## config.mk

```make
export PLATFORM = sky130hd
export DESIGN_NAME = camac_stack_command_encoder_top
export DESIGN_NICKNAME = d
export VERILOG_FILES = /design/src/hw/rtl/csce_pkg.sv /design/src/hw/rtl/camac_stack_command_encoder_top.sv /design/src/hw/rtl/csce_front.sv /design/src/hw/rtl/csce_queue.sv /design/src/hw/rtl/csce_back.sv
export SDC_FILE = /design/constraint.sdc
export NUM_CORES = 1
export LEC_CHECK = 0
export BUFFER_PORTS_ARGS = -buffer_cell sky130_fd_sc_hd__buf_4
export CAP_MARGIN = 15
export CELL_PAD_IN_SITES_DETAIL_PLACEMENT = 1
export CELL_PAD_IN_SITES_GLOBAL_PLACEMENT = 1
export CORE_UTILIZATION = 52
export DETAILED_ROUTE_END_ITERATION = 16
export PLACE_DENSITY = 0.91
export SLEW_MARGIN = 15
export SYNTH_ARGS = -nofsm -noshare
export SYNTH_HDL_FRONTEND = slang
export SYNTH_HIERARCHICAL = 1
export SYNTH_SLANG_ARGS = --single-unit
```

## constraint.sdc

```tcl
create_clock -name clk_i -period 9.2 [get_ports clk_i]
set_input_delay 2.76 -clock clk_i [delete_from_list [all_inputs] [get_ports clk_i]]
set_output_delay 2.76 -clock clk_i [all_outputs]
set_load 0.005 [all_outputs]
```

## src/hw/rtl/csce_pkg.sv

```systemverilog
// ----------------------------------------------------------------------------
// csce_pkg
// Shared types and constants of the stack command encoder.
// ----------------------------------------------------------------------------
package csce_pkg;

  typedef enum logic [3:0] {
    OP_WR16    = 4'd0,
    OP_WR24    = 4'd1,
    OP_RD16    = 4'd2,
    OP_RD24    = 4'd3,
    OP_CTRL    = 4'd4,
    OP_QSTOP16 = 4'd5,
    OP_QSTOP24 = 4'd6,
    OP_QSCAN   = 4'd7,
    OP_REPEAT  = 4'd8,
    OP_MARKER  = 4'd9
  } op_e;

  typedef enum logic [1:0] {
    ERR_OK      = 2'd0,
    ERR_SLOT    = 2'd1,
    ERR_SUBADDR = 2'd2,
    ERR_FUNC    = 2'd3
  } err_e;

  localparam logic [15:0] ContBit    = 16'h8000;
  localparam logic [15:0] LongBit    = 16'h4000;
  localparam logic [15:0] ModeLam    = 16'h0080;
  localparam logic [15:0] ModeQstop  = 16'h0010;
  localparam logic [15:0] ModeQscan  = 16'h0020;
  localparam logic [15:0] ModeRepeat = 16'h0040;
  localparam logic [15:0] MarkerNaf  = 16'h0010;

  localparam logic [4:0] SlotLimit    = 5'd30;
  localparam logic [4:0] SubaddrLimit = 5'd16;

  // One encoded command: up to three stack words, the number of words
  // and the error code that goes with every word.
  typedef struct packed {
    logic [15:0] w0;
    logic [15:0] w1;
    logic [15:0] w2;
    logic [1:0]  len;
    err_e        err;
  } cmd_t;

endpackage

```

## src/hw/rtl/camac_stack_command_encoder_top.sv

```systemverilog
// ----------------------------------------------------------------------------
// camac_stack_command_encoder_top
// Turns one dataway command into its 16-bit controller stack words.
// ----------------------------------------------------------------------------
// A command is transferred in at a rising edge where start is high and
// busy is low. The front checks slot, subaddress and function code and
// encodes the command into one to three stack words; a failed check gives
// a single zero word with last_word_o set and the error code of the first
// failing check. Undefined opcodes are dropped and give no words.
// Encoded commands wait in a short queue (QueueDepth entries) and the back
// sends them out as one word per cycle on stack_word_o, each marked by
// valid_o for exactly one cycle; the receiver has no way to stall.
// With the queue empty, the first word's strobe follows the accepting
// edge through the queue, the back's command register and its output
// register. Throughput, set by the single word-wide output register, is
// one word per cycle while commands are queued. busy rises only when full.
// Reset empties the queue and drops any command in flight; no word is
// sent after reset until a new command arrives.
// ----------------------------------------------------------------------------
module camac_stack_command_encoder_top import csce_pkg::*; #(
  parameter int QueueDepth = 4
) (
  input  logic        clk_i,
  input  logic        rst_ni,
  input  logic        start,
  output logic        busy,
  input  logic [3:0]  opcode_i,
  input  logic [4:0]  slot_i,
  input  logic [4:0]  subaddress_i,
  input  logic [4:0]  function_code_i,
  input  logic [31:0] write_data_i,
  input  logic [15:0] transfer_count_i,
  input  logic        lam_wait_i,
  output logic        valid_o,
  output logic [15:0] stack_word_o,
  output logic        last_word_o,
  output logic [1:0]  error_code_o
);

  logic push;
  logic pop;
  logic empty;
  logic full;
  cmd_t cmd;
  cmd_t head;

  // The queue being full is the only reason to hold off a transfer.
  assign busy = full;

  csce_front u_front (
    .start_i          (start),
    .full_i           (full),
    .opcode_i         (opcode_i),
    .slot_i           (slot_i),
    .subaddress_i     (subaddress_i),
    .function_code_i  (function_code_i),
    .write_data_i     (write_data_i),
    .transfer_count_i (transfer_count_i),
    .lam_wait_i       (lam_wait_i),
    .push_o           (push),
    .cmd_o            (cmd)
  );

  csce_queue #(
    .Depth (QueueDepth)
  ) u_queue (
    .clk_i   (clk_i),
    .rst_ni  (rst_ni),
    .push_i  (push),
    .cmd_i   (cmd),
    .pop_i   (pop),
    .head_o  (head),
    .empty_o (empty),
    .full_o  (full)
  );

  csce_back u_back (
    .clk_i        (clk_i),
    .rst_ni       (rst_ni),
    .head_i       (head),
    .empty_i      (empty),
    .pop_o        (pop),
    .valid_o      (valid_o),
    .stack_word_o (stack_word_o),
    .last_word_o  (last_word_o),
    .error_code_o (error_code_o)
  );

endmodule

```

## src/hw/rtl/csce_front.sv

```systemverilog
// ----------------------------------------------------------------------------
// csce_front
// Checks one command and encodes it into its list of stack words.
// ----------------------------------------------------------------------------
module csce_front import csce_pkg::*; (
  input  logic        start_i,
  input  logic        full_i,
  input  logic [3:0]  opcode_i,
  input  logic [4:0]  slot_i,
  input  logic [4:0]  subaddress_i,
  input  logic [4:0]  function_code_i,
  input  logic [31:0] write_data_i,
  input  logic [15:0] transfer_count_i,
  input  logic        lam_wait_i,
  output logic        push_o,
  output cmd_t        cmd_o
);

  op_e         op;
  logic        func_ok;
  logic [15:0] naf;
  logic [15:0] mode;

  assign op  = op_e'(opcode_i);
  assign naf = {2'b00, slot_i, subaddress_i[3:0], function_code_i};

  always_comb begin
    case (op)
      OP_WR16, OP_WR24: func_ok = function_code_i inside {[5'd16:5'd23]};
      OP_CTRL:          func_ok = function_code_i inside {[5'd8:5'd15], [5'd24:5'd31]};
      default:          func_ok = function_code_i inside {[5'd0:5'd7]};
    endcase
  end

  always_comb begin
    case (op)
      OP_QSCAN:  mode = ModeQscan;
      OP_REPEAT: mode = ModeRepeat;
      default:   mode = ModeQstop;
    endcase
    mode = mode | ContBit | (lam_wait_i ? ModeLam : 16'h0000);
  end

  always_comb begin
    cmd_o = '{w0: 16'h0000, w1: 16'h0000, w2: 16'h0000, len: 2'd1, err: ERR_OK};
    if (op > OP_MARKER) begin
      // Undefined opcodes skip every check and give no words at all.
      cmd_o.len = 2'd0;
    end else if (op != OP_MARKER && slot_i >= SlotLimit) begin
      cmd_o.err = ERR_SLOT;
    end else if (op != OP_MARKER && subaddress_i >= SubaddrLimit) begin
      cmd_o.err = ERR_SUBADDR;
    end else if (op != OP_MARKER && !func_ok) begin
      cmd_o.err = ERR_FUNC;
    end else begin
      case (op)
        OP_WR16: begin
          cmd_o.w0  = naf;
          cmd_o.w1  = write_data_i[15:0];
          cmd_o.len = 2'd2;
        end
        OP_WR24: begin
          cmd_o.w0  = naf | LongBit;
          cmd_o.w1  = write_data_i[15:0];
          cmd_o.w2  = write_data_i[31:16];
          cmd_o.len = 2'd3;
        end
        OP_RD16, OP_RD24: begin
          cmd_o.w0 = naf | ((op == OP_RD24) ? LongBit : 16'h0000);
          if (lam_wait_i) begin
            cmd_o.w0  = cmd_o.w0 | ContBit;
            cmd_o.w1  = ModeLam;
            cmd_o.len = 2'd2;
          end
        end
        OP_CTRL: begin
          cmd_o.w0 = naf;
        end
        OP_QSTOP16, OP_QSTOP24, OP_QSCAN, OP_REPEAT: begin
          cmd_o.w0  = naf | ContBit | ((op == OP_QSTOP24) ? LongBit : 16'h0000);
          cmd_o.w1  = mode;
          cmd_o.w2  = transfer_count_i;
          cmd_o.len = 2'd3;
        end
        OP_MARKER: begin
          cmd_o.w0  = MarkerNaf;
          cmd_o.w1  = write_data_i[15:0];
          cmd_o.len = 2'd2;
        end
        default: begin
          cmd_o.len = 2'd0;
        end
      endcase
    end
  end

  // Undefined opcodes give no words and are dropped here.
  assign push_o = start_i && !full_i && (cmd_o.len != 2'd0);

endmodule

```

## src/hw/rtl/csce_queue.sv

```systemverilog
// ----------------------------------------------------------------------------
// csce_queue
// Small command queue between the encoder front and the word sequencer.
// ----------------------------------------------------------------------------
module csce_queue import csce_pkg::*; #(
  parameter int Depth = 4
) (
  input  logic clk_i,
  input  logic rst_ni,
  input  logic push_i,
  input  cmd_t cmd_i,
  input  logic pop_i,
  output cmd_t head_o,
  output logic empty_o,
  output logic full_o
);

  localparam int AW = (Depth > 1) ? $clog2(Depth) : 1;
  localparam int CW = $clog2(Depth + 1);

  cmd_t            mem_q [Depth];
  logic [AW-1:0]   wr_ptr_q, wr_ptr_d;
  logic [AW-1:0]   rd_ptr_q, rd_ptr_d;
  logic [CW-1:0]   count_q, count_d;

  assign empty_o = (count_q == '0);
  assign full_o  = (count_q == CW'(Depth));
  assign head_o  = mem_q[rd_ptr_q];

  always_comb begin
    wr_ptr_d = wr_ptr_q;
    rd_ptr_d = rd_ptr_q;
    count_d  = count_q;
    if (push_i) begin
      wr_ptr_d = (wr_ptr_q == AW'(Depth - 1)) ? '0 : wr_ptr_q + 1'b1;
    end
    if (pop_i) begin
      rd_ptr_d = (rd_ptr_q == AW'(Depth - 1)) ? '0 : rd_ptr_q + 1'b1;
    end
    if (push_i && !pop_i) begin
      count_d = count_q + 1'b1;
    end else if (pop_i && !push_i) begin
      count_d = count_q - 1'b1;
    end
  end

  always_ff @(posedge clk_i or negedge rst_ni) begin
    if (!rst_ni) begin
      wr_ptr_q <= '0;
      rd_ptr_q <= '0;
      count_q  <= '0;
    end else begin
      wr_ptr_q <= wr_ptr_d;
      rd_ptr_q <= rd_ptr_d;
      count_q  <= count_d;
    end
  end

  always_ff @(posedge clk_i) begin
    if (push_i) begin
      mem_q[wr_ptr_q] <= cmd_i;
    end
  end

endmodule

```

## src/hw/rtl/csce_back.sv

```systemverilog
// ----------------------------------------------------------------------------
// csce_back
// Sends the words of each queued command, one word per cycle.
// ----------------------------------------------------------------------------
module csce_back import csce_pkg::*; (
  input  logic        clk_i,
  input  logic        rst_ni,
  input  cmd_t        head_i,
  input  logic        empty_i,
  output logic        pop_o,
  output logic        valid_o,
  output logic [15:0] stack_word_o,
  output logic        last_word_o,
  output logic [1:0]  error_code_o
);

  cmd_t        cur_q;
  logic        active_q;
  logic [1:0]  idx_q;
  logic        at_last;
  logic [15:0] word;

  logic        valid_q;
  logic [15:0] stack_word_q;
  logic        last_word_q;
  logic [1:0]  error_code_q;

  assign at_last = (idx_q == cur_q.len - 2'd1);
  assign pop_o   = !empty_i && (!active_q || at_last);

  always_comb begin
    case (idx_q)
      2'd0:    word = cur_q.w0;
      2'd1:    word = cur_q.w1;
      default: word = cur_q.w2;
    endcase
  end

  always_ff @(posedge clk_i or negedge rst_ni) begin
    if (!rst_ni) begin
      active_q <= 1'b0;
      idx_q    <= '0;
      valid_q  <= 1'b0;
    end else begin
      valid_q <= active_q;
      if (pop_o) begin
        active_q <= 1'b1;
        idx_q    <= '0;
      end else if (active_q) begin
        if (at_last) begin
          active_q <= 1'b0;
        end else begin
          idx_q <= idx_q + 2'd1;
        end
      end
    end
  end

  always_ff @(posedge clk_i) begin
    if (pop_o) begin
      cur_q <= head_i;
    end
    if (active_q) begin
      stack_word_q <= word;
      last_word_q  <= at_last;
      error_code_q <= cur_q.err;
    end
  end

  assign valid_o      = valid_q;
  assign stack_word_o = stack_word_q;
  assign last_word_o  = last_word_q;
  assign error_code_o = error_code_q;

endmodule

```

After elaboration in Yosys (flattened, before gate mapping)
Memory sizes are Yosys's and may differ from the RTL's. A register that Yosys moved wholly into a read port is not among the register bits.
Cells that the tools add are included.
{"block": "word_totals", "mem_count": 1, "mem_bits_ro": 0, "latchBits": 0, "wordCells": 113, "ff_bits": 30, "in_bits": 71, "ram_bits": 208, "output_inout_bits": 21}
{"memory": "u_queue.mem_q", "depth": 4, "word_bits": 52, "rd": 1, "rd_ports_with_merged_regs": 1, "wr": 1, "line_no": "csce_queue.sv:21", "source": "cmd_t mem_q [Depth];"}
{"block": "op_classes", "n_addsub": 6, "shift": 0, "n_div": 0, "order_cmp": 11, "muxes": 33, "eq_ne": 16, "multipliers": 0, "bitwise_logic": 3, "reduce_logical": 34}
{"op": "50-bit 2-to-1 mux", "n": 3}
{"op": "16-bit case mux with 5 select lines", "n": 1}
{"op": "16-bit case mux with 2 select lines", "n": 2}
{"op": "48-bit 2-to-1 mux", "n": 1}
{"op": "16-bit case mux with 3 select lines", "n": 1}
{"op": "32-bit 2-to-1 mux", "n": 1}
{"op": "16-bit bitwise OR", "n": 2}
{"op": "15-bit 2-to-1 mux", "n": 2}
{"op": "2-bit 2-to-1 mux", "n": 11}
{"op": "5-bit greater-or-equal comparator (second input constant)", "n": 4}
{"op": "4-bit by 3-bit == test with 1-bit output (second input constant)", "n": 4}
{"op": "14-bit by 16-bit bitwise OR with 16-bit output", "n": 1}
{"op": "7-bit case mux with 2 select lines", "n": 1}
{"op": "1-bit logical AND", "n": 12}
{"op": "5-bit less-or-equal comparator (second input constant)", "n": 2}
{"op": "4-bit by 2-bit == test with 1-bit output (second input constant)", "n": 2}
{"op": "4-bit == test (second input constant)", "n": 2}
{"op": "8-bit 2-to-1 mux", "n": 1}
{"op": "2-bit case mux with 4 select lines", "n": 1}
{"op": "2-bit nonzero test", "n": 4}
{"op": "2-bit OR reduction", "n": 4}
{"op": "2-bit by 1-bit adder with 2-bit output (second input constant)", "n": 3}
{"op": "1-bit logical NOT", "n": 6}
{"op": "3-bit 2-to-1 mux", "n": 2}
{"op": "other kinds (25)", "n": 30}

Logic depth before layout (Yosys ltp)
Gate-level depths: netlist (run 1).
{"block": "logic_depth", "depth_word": 16, "depth_mapped": 11, "depth_no_buf": 10}

Cells and area by module
Netlist (run 1), hierarchy kept.
{"mod": "csce_queue", "n_inst": 1, "area_per_inst_um2": 7985.2, "cells_each": 309, "seq_area_each_um2": 6421.2}
{"mod": "csce_back", "n_inst": 1, "area_per_inst_um2": 2702.6, "cells_each": 158, "seq_area_each_um2": 2232.1}
{"mod": "csce_front", "n_inst": 1, "area_per_inst_um2": 1198.6, "cells_each": 169, "seq_area_each_um2": 0.0}

Worst setup path before layout (run 1)
Ideal clock, no wire load.
{"block": "synth_path", "kind": "register to register", "startpoint": "register u_back.active_q", "endpoint": "register u_queue.count_q[1]", "arrival_ps": 6618, "required_time_ps": 9075, "setup_slack_ps": 2457, "setup_ps": 125, "synth_period_minus_slack_ps": 6743, "path_stages_with_launch": 8, "cell_sequence": "dfrtp_1 buf_2 a311oi_1 inv_1 ha_1 inv_1 fa_1 mux2_2"}
{"block": "synth_via", "elab_chain_cells": 6, "elab_cells_between_ends": 8, "cone_classes": "mux (1); reduce/logical (7)"}
{"item": "from (decl)", "line_no": "csce_back.sv:18", "source": "logic active_q;"}
{"item": "from (signal assigned)", "line_no": "csce_back.sv:41", "source": "active_q <= 1'b0;"}
{"item": "from (signal assigned)", "line_no": "csce_back.sv:47", "source": "active_q <= 1'b1;"}
{"item": "from (signal assigned)", "line_no": "csce_back.sv:51", "source": "active_q <= 1'b0;"}
{"item": "1-bit logical NOT", "line_no": "csce_back.sv:29", "source": "assign pop_o = !empty_i && (!active_q || at_last);"}
{"item": "1-bit logical OR", "line_no": "csce_back.sv:29"}
{"item": "1-bit logical AND", "line_no": "csce_back.sv:29"}
{"item": "via pop", "line_no": "camac_stack_command_encoder_top.sv:41", "source": "logic pop;"}
{"item": "1-bit logical NOT", "line_no": "csce_queue.sv:40", "source": "if (push_i && !pop_i) begin"}
{"item": "1-bit logical AND", "line_no": "csce_queue.sv:40"}
{"item": "3-bit 2-to-1 mux", "line_no": "csce_queue.sv:40"}
{"item": "via u_queue.count_d[1]", "line_no": "csce_queue.sv:24", "source": "logic [CW-1:0] count_q, count_d;"}
{"item": "to (signal assigned)", "line_no": "csce_queue.sv:55", "source": "count_q <= count_d;"}
{"item": "to (decl)", "line_no": "csce_queue.sv:24"}
The timed path passes the listed nets, and every way through them passes these cells.
A chain may end at the register's enable or synchronous reset.

==> results.yml, run 1 <==
outcome:
  status: "finished clean"
synth:
  synth_fp_nets: 716
  ys_ff_latch: 290
  yosys-top-cells-area: "edfxtp_1 (70%), mux4_2 (9.1%), dfrtp_1 (2.3%)"
  syn_inst: 636
  synth_top_flop_cell: "edfxtp_1"
  async_flop_share: 0.0379
  yosys-top-cells-count: "edfxtp_1 (279), mux4_2 (48), nand2_1 (41), a22oi_1 (32)"
  synth_edf_count: 279
  yosysWarnings: 6
  ys_types: 67
  synth_top_cell_area_share: 0.705
  yosys.area.top_type: "edfxtp_1"
  yosysMostFrequentCell: "edfxtp_1"
  synth_area_sq_um: 11900
  avgSynthCellArea_sq_um: 18.7
  ys_seq_area_frac: 0.728
timing:
  worst_slew_pin_slew_ns: 0.986
  finalMaxSlewViolations: 0
  fmax_mhz: 221
  clock_skew_ns: 0.0139
  fin_crit_ns: 4.53
  hold_violations: 0
  slew_headroom: 0.340
  post-route-period-util: 0.492
  fin_tns_setup_ns: 0
  setup-violations-final: 0
  rsz0062_at_grt: "no"
finish:
  regArea_sq_um: 8660
  multi_input_area_sq_um: 2920
  drive_gt1_frac: 0.305
  fin_nets: 810
  num-fill-cells: 1923
  syn_to_final_growth_pct: 15.2
  fin_cells: 1032
  diodes: 0
worst_hold_path:
  holdPathStages: 0
  hold-path-endpoint: "u_back/error_code_o[0]"
  hold_path.class: "reg -> reg"
  min-delay-start: "u_back/cur_q[0]"
floorplan:
  row_count: 54
  fp.dieH_um: 153
  io_pins: 92
  die_w_um: 153
  placeableCoreArea_sq_um: 22100
  start_util: 0.538
  fp.dieArea_sq_um: 23500
routing:
  wire_per_inst_um: 27.8
  remaining_drc_errors: 0
  drt_iter0_markers: 499
  antenna_left: 0
  vias_per_cell: 6.20
  first_pass_iters: 5
  num_vias: 6399
  wirelength_um: 28700
power_and_ir_drop:
  p_per_area_nw_per_um2: 321
  vdd_drop_max_mv: 0.241
  leakage_nw: 4.80
global_routing:
  grt_pass1_wl_um: 43500
  grt_use_total: 0.252
  overflow: 0
  grt_max_degree: 56
  antenna_found_initial: 0
  grt_pass1_vias: 6886
worst_setup_path:
  worstPathRequired_ns: 9.48
  end_kind: "register"
  r2r_end: "u_queue/count_q[1]"
  path_class: "in -> reg"
  r2r_cells: 9
  arrival_ns: 4.80
  crit_start: "opcode_i[0]"
  worstPathMaxFanout: 19
  ff2ff_setup_slack_ns: 5.67
  worstReg2RegStart: "u_back/cur_q[3]"
  setup.worst_path.start_class: "input port"
clock_network:
  ctsHoldBuffers: 0
  cts_buffers: 29
  cts-root-buf: "clkbuf_16"
  cts_num_sinks: 290
  path_clk_slew_ns: 0.07
  cts_tree: "built"
  clockBufferDepth: 3
  cts-resized-gates: 0
  post-cts-setup-buffers: 0
  clock_latency_ns: 0.55
  h-tree-depth: 1
placed_design:
  dp.cells: 977
  gp_congestion: 0.738
  dp_hpwl_um: 17700
  io_buffer_count: 91
run:
  drv_cap: 0
[stage by stage]
step | hold WS (ns) | setup WS [ns] | power, mW | utilization | area (sq um)
after floorplan | 0.400 | 2.46 | 2.83 | - | 11900
after global placement | 0.421 | 4.35 | 3.09 | 0.575 | 12700
after detailed placement | 0.422 | 4.12 | 3.21 | 0.575 | 12700
after CTS | 0.440 | 4.67 | 4.42 | 0.618 | 13700
after global routing | 0.445 | 4.44 | 4.56 | 0.620 | 13700
final | 0.444 | 4.67 | 4.40 | 0.620 | 13700
[report_power, final]
group          switching [mW]  internal [mW]  total [mW]
Clock                   0.488          0.694        1.18
Sequential              0.172           1.90        2.07
Combinational           0.669          0.476        1.15
Total                    1.33           3.07        4.40
[worst max-delay path, cell delays in order]
cell      delay (ns)
buf_4           0.21
nor3b_4         0.79
o21ai_1         0.18
o211ai_2        0.34
nor4b_1         0.52
[layer usage]
metal,GRT usage,wire [um]
met1,0.331,11200
met2,0.444,15000
met3,0.0272,1660
met4,0.0798,783
met5,0,0
[cell type report]
type | count | area share
Clock inverter | 18 | 0.0150
Sequential cell | 290 | 0.632
Tap cell | 280 | 0.0256
Timing Repair Buffer | 101 | 0.0566
Inverter | 10 | 0.00274
Multi-Input combinational cell | 298 | 0.213
Clock buffer | 35 | 0.0547
[state kept, by name (all words and copies together) (netlist names)]
name	cells
u_back/stack_word_o	16
u_back/cur_q	52
u_back/idx_q	2
u_queue/count_q	3
u_queue/rd_ptr_q	2
u_back/active_q	1
u_back/last_word_o	1
u_queue/mem_q	208
u_back/valid_o	1
u_back/error_code_o	2
u_queue/wr_ptr_q	2
[cell usage in the layout (no fill, tap or decap), types with 6 or more instances in the layout]
cell type / n
dfrtp_1: 9
and2_1: 11
a2bb2oi_1: 19
mux4_2: 48
clkbuf_1: 6
a22oi_1: 32
and3_1: 15
buf_4: 99
nor2_2: 11
clkinv_2: 6
nor2_1: 18
clkbuf_16: 29
o21ai_0: 11
inv_1: 10
ha_1: 8
nand2_1: 41
edfxtp_1: 279
a21oi_1: 8
[kinds of logic (layout without fill, tap and decap cells)]
group | count (synthesis) | count (layout) | synth area share
compound gates | 99 | 99 | 0.0652
xor+xnor | 6 | 6 | 0.00505
fa+ha+maj | 9 | 9 | 0.0101
buf+inv | 48 | 164 | 0.0296
flops | 290 | 290 | 0.728
mux | 56 | 56 | 0.104
simple gates | 128 | 128 | 0.0585
[how the worst max path moves through the flow]
stage,cells past startpoint,end
after floorplan,7,u_queue/count_q[1]
after global routing,5,u_queue/mem_q[1][50]
after CTS,5,u_queue/mem_q[1][50]
after global placement,5,u_queue/mem_q[0][50]
final,5,u_queue/mem_q[1][50]
after detailed placement,5,u_queue/mem_q[1][50]
(Power assumes the default switching activity.)
==> inputs of run 2 (changes only) <==
Settings changed: CORE_UTILIZATION 52 to 47, PLACE_DENSITY 0.91 to 0.87.
Clock period 9.2 ns to 3.65 ns, I/O delays scaled along.
==> results.yml, run 2 (same netlist as run 1, synthesis figures left out) <==
outcome:
  status: "finished clean"
clock_network:
  post-cts-setup-buffers: 0
  ctsHoldBuffers: 0
  cts-resized-gates: 0
  clockBufferDepth: 3
  cts_num_sinks: 290
  h-tree-depth: 1
  clock_latency_ns: 0.54
  cts_tree: "built"
  path_clk_slew_ns: 0.06
  cts-root-buf: "clkbuf_16"
  cts_buffers: 28
power_and_ir_drop:
  intPower_mw: 8.05
  vdd_drop_max_mv: 0.527
  p_switching_mw: 3.29
  leakage_nw: 4.91
  pwr-share-clk: 0.285
  p_comb_frac: 0.249
  pwr-share-seq: 0.466
  p_sw_frac: 0.290
  total_power_mw: 11.3
  p_per_area_nw_per_um2: 810
timing:
  post-route-period-util: 0.738
  finalMaxSlewViolations: 0
  fin_tns_setup_ns: 0
  hold_slack_ns: 0.380
  clock_skew_ns: 0.0142
  hold_violations: 0
  slew_headroom: 0.461
  fin_crit_ns: 2.69
  fmax_mhz: 371
  rsz0062_at_grt: "no"
  worst_slew_pin_slew_ns: 0.806
  setup-violations-final: 0
floorplan:
  die_w_um: 161
  placeableCoreArea_sq_um: 24500
  fp.dieH_um: 161
  row_count: 57
  io_pins: 92
  start_util: 0.484
  fp.dieArea_sq_um: 25900
worst_setup_path:
  crit_family: "flip-flops"
  worstReg2RegStart: "u_back/active_q"
  setup.worst_path.start_class: "register"
  crit_chain: "nand2b_1 > a21oi_1 > a311oi_4 > inv_1 > ha_2 > inv_1 > fa_1 > xor2_1 > nor2_1 > xor2_1"
  worstPathRequired_ns: 4.11
  slowest_stage: "dfrtp_2"
  slowest_delay_ns: 0.86
  path_class: "reg -> reg"
  crit_start: "u_back/active_q"
  arrival_ns: 3.16
  worstPathMaxFanout: 30
  end_kind: "register"
  cp_num_buf_inv: 2
global_routing:
  grt_pass1_wl_um: 42500
  antenna_found_initial: 0
  met3_usage: 0.0272
  met1_usage: 0.273
  overflow: 0
  grt-busiest-layer: "met2"
  use_met2: 0.407
  grt_pass1_vias: 7045
  grt_use_total: 0.221
  grt_max_degree: 55
finish:
  largest-register: "u_queue/mem_q"
  final_common_cell: "edfxtp_1"
  multi_input_area_sq_um: 2920
  regArea_sq_um: 8660
  drive_gt1_frac: 0.321
  syn_to_final_growth_pct: 17.8
  diodes: 0
  num-fill-cells: 2222
  layout_common_cells: "edfxtp_1 (279), buf_4 (103), mux4_2 (48)"
  fin_nets: 819
  largest_reg_flops: 208
routing:
  vias_per_cell: 5.84
  drt_iter0_markers: 474
  num_vias: 6336
  wire_per_inst_um: 25.5
  wirelength_um: 27700
  antenna_left: 0
  remaining_drc_errors: 0
  first_pass_iters: 4
placed_design:
  gp_congestion: 0.790
  dp_hpwl_um: 18800
  io_buffer_count: 91
worst_hold_path:
  hold_path.class: "in -> async"
run:
  drv_cap: 0
-- run 2: cell types whose count changed in the layout (fill, tap and decap cells not counted), sizes merged --
cell | previous run | this run
inv | 12 | 11
clkbuf | 35 | 29
clkinvlp | 2 | 3
bufinv | 4 | 8
buf | 101 | 111
clkinv | 10 | 11
-- run 2: worst paths after layout --
path | to | slack (ns) | cells past startpoint
setup / recovery | u_queue/count_q[2] | 0.96 | 10
hold / removal | u_back/valid_o | 0.38 | 1
setup reg to reg | u_queue/count_q[2] | 0.96 | 10
hold reg to reg | u_back/error_code_o[0] | 0.43 | 0
max in group asynchronous | u_queue/rd_ptr_q[0] | 3.09 | 1
min in group clk_i | u_back/error_code_o[0] | 0.43 | 0
-- run 2: stage by stage --
stage	setup slack, ns	utilization	cell area, sq um	cells
after floorplan	-0.0817	-	11900	636
after global placement	0.677	0.528	13000	1033
after detailed placement	0.554	0.528	13000	1033
after CTS	0.924	0.571	14000	1085
after global routing	0.732	0.571	14000	1085
final	0.956	0.571	14000	1085
-- run 2: area by class of cell --
| class | count | share of cell area |
|---|---|---|
| well taps | 324 | 0.0289 |
| flip-flops and latches | 290 | 0.618 |
| repair buffers | 111 | 0.0667 |
| inverters | 10 | 0.00268 |
| clock inverters | 23 | 0.0232 |
| multi-input cells | 298 | 0.208 |
| clock buffers | 29 | 0.0518 |
-- run 2: power by group through the flow --
stage | clock (mW) | sequential, mW | combinational [mW]
after floorplan | 0 | 5.07 | 2.02
after global placement | 0 | 5.25 | 2.66
after detailed placement | 0 | 5.36 | 2.86
after CTS | 3.28 | 5.30 | 2.89
after global routing | 3.39 | 5.37 | 3.06
final | 3.23 | 5.28 | 2.83
-- run 2: metal layers --
layer	up-vias	part of all wire
met5	-	0
met4	0	0.025
met3	55	0.045
met2	194	0.55
met1	3316	0.38
li1	2771	-
==> inputs of run 3 (changes only) <==
Settings changed: CORE_UTILIZATION 47 to 52, PLACE_DENSITY 0.87 to 0.91.
Clock period 3.65 ns to 2.5 ns, I/O delays scaled along.
==> results.yml, run 3 (same netlist as run 1, synthesis figures left out) <==
power_and_ir_drop:
  intPower_mw: 11.1
  pwr-share-clk: 0.241
  leakage_nw: 4.89
  p_per_area_nw_per_um2: 1150
  p_switching_mw: 4.83
  p_comb_frac: 0.285
  p_sw_frac: 0.304
  vdd_drop_max_mv: 0.579
  pwr-share-seq: 0.475
worst_hold_path:
  hold_path.class: "in -> async"
routing:
  num_vias: 6460
  wirelength_um: 28700
  antenna_left: 0
  vias_per_cell: 6.13
  wire_per_inst_um: 27.2
  first_pass_iters: 5
  drt_iter0_markers: 441
  remaining_drc_errors: 0
worst_setup_path:
  worstPathMaxFanout: 5
  arrival_ns: 2.87
  end_kind: "register"
  ff2ff_setup_slack_ns: 0.06
  worstReg2RegStart: "u_back/cur_q[3]"
  setup.worst_path.start_class: "register"
  crit_chain: "xnor2_2 > or2_1 > a311oi_4 > inv_1 > ha_2 > inv_1 > fa_1 > mux2_2"
  slowest_stage: "edfxtp_1"
  cpMostUsedCell: "inv_1"
  worstPathRequired_ns: 2.93
  path_class: "reg -> reg"
  crit_start: "u_back/cur_q[3]"
  slowest_delay_ns: 0.45
global_routing:
  grt_pass1_wl_um: 43400
  grt_max_degree: 37
  grt_pass1_vias: 7059
  overflow: 0
  grt_use_total: 0.251
  antenna_found_initial: 0
timing:
  clock_skew_ns: 0.00897
  finalMaxSlewViolations: 0
  hold_slack_ns: 0.0510
  setup-violations-final: 0
  fin_crit_ns: 2.44
  fmax_mhz: 409
  hold_violations: 0
  rsz0062_at_grt: "no"
  post-route-period-util: 0.978
  worst_slew_pin_slew_ns: 0.887
  slew_headroom: 0.409
finish:
  layout_common_cells: "edfxtp_1 (279), buf_4 (112), mux4_2 (48)"
  multi_input_area_sq_um: 2930
  largest-register: "u_queue/mem_q"
  regArea_sq_um: 8660
  diodes: 0
  drive_gt1_frac: 0.320
  final_area_sq_um: 13900
  largest_reg_flops: 208
  fin_nets: 833
  num-fill-cells: 1912
  final_common_cell: "edfxtp_1"
  syn_to_final_growth_pct: 16.8
clock_network:
  cts_buffers: 29
  path_clk_slew_ns: 0.06
  h-tree-depth: 1
  cts_tree: "built"
  cts_num_sinks: 290
  clockBufferDepth: 3
  cts-root-buf: "clkbuf_16"
  ctsHoldBuffers: 0
  clock_latency_ns: 0.54
floorplan:
  fp.dieArea_sq_um: 23500
  row_count: 54
  start_util: 0.538
  io_pins: 92
  placeableCoreArea_sq_um: 22100
  fp.dieH_um: 153
  die_w_um: 153
placed_design:
  dpl_cell_area_sq_um: 13100
  dp_hpwl_um: 19000
  gp_congestion: 0.818
  io_buffer_count: 91
run:
  drv_cap: 0
outcome:
  status: "finished clean"
## run 3: cell count changes in the layout (fill, tap and decap cells not counted), moves of 4 or more
| cell | delta |
|---|---|
| buf_4 | +9 |
| and2_2 | -4 |
| and2_4 | +4 |
| clkbuf_1 | +7 |
| bufinv_16 | -8 |
| buf_12 | +4 |
| clkinv_1 | +4 |
## run 3: power groups by stage
stage	Combinational, mW	Sequential, mW	Clock (mW)
2_1_floorplan	2.96	7.38	0
3_3_place_gp	4.24	7.50	0
3_5_place_dp	4.53	7.65	0
4_1_cts	4.58	7.57	3.88
5_1_grt	4.83	7.66	4.01
6_report	4.53	7.55	3.83
## run 3: stage by stage
stage	setup TNS, ns	total power [mW]	cells	worst slack [ns]	util
floorplan	-27.60	10.3	636	-1.23	-
global placement	0	11.7	1002	0.0981	0.591
detailed placement	-0.704	12.2	1002	-0.114	0.591
CTS	0	16.0	1053	0.0331	0.628
global route	0	16.5	1053	0.0145	0.628
finish	0	15.9	1053	0.0558	0.628
## run 3: path summary, 6_finish.rpt
| path | depth (start not counted) | end |
|---|---|---|
| worst max-delay path | 8 | u_queue/count_q[1] |
| worst min-delay path | 1 | u_queue/wr_ptr_q[0] |
| worst max register to register | 8 | u_queue/count_q[1] |
| worst min register to register | 0 | u_back/error_code_o[1] |
| max in group asynchronous | 1 | u_queue/rd_ptr_q[0] |
| min in group clk_i | 0 | u_back/error_code_o[1] |
## run 3: area by class of cell
type	instances	share of cell area
Multi-Input combinational cell	298	0.211
Clock buffer	36	0.0542
Inverter	10	0.00270
Tap cell	280	0.0252
Timing Repair Buffer	124	0.0779
Clock inverter	15	0.00505
Sequential cell	290	0.624
## run 3: layer usage
metal / wire [um] / track usage / share of wire / vias up
li1: - / - / - / 2802
met1: 11200 / 0.320 / 0.39 / 3378
met2: 15400 / 0.447 / 0.54 / 236
met3: 1430 / 0.0312 / 0.050 / 44
met4: 617 / 0.0813 / 0.022 / 0
met5: 0 / 0 / 0 / -
## run 3: worst max-delay path: cells and delay by family (launching register included)
family	cells	cell delay, ns
simple gates	1	0.28
fa+ha+maj	2	0.59
mux	1	0.28
buf+inv	2	0.16
xor+xnor	1	0.20
compound gates	1	0.38
flops	1	0.45
## run 3: timing repair
action	CTS	global route
setup endpoints to repair	0	2
gates resized for setup	0	2
buffers inserted	0	0
hold endpoints to repair	0	0
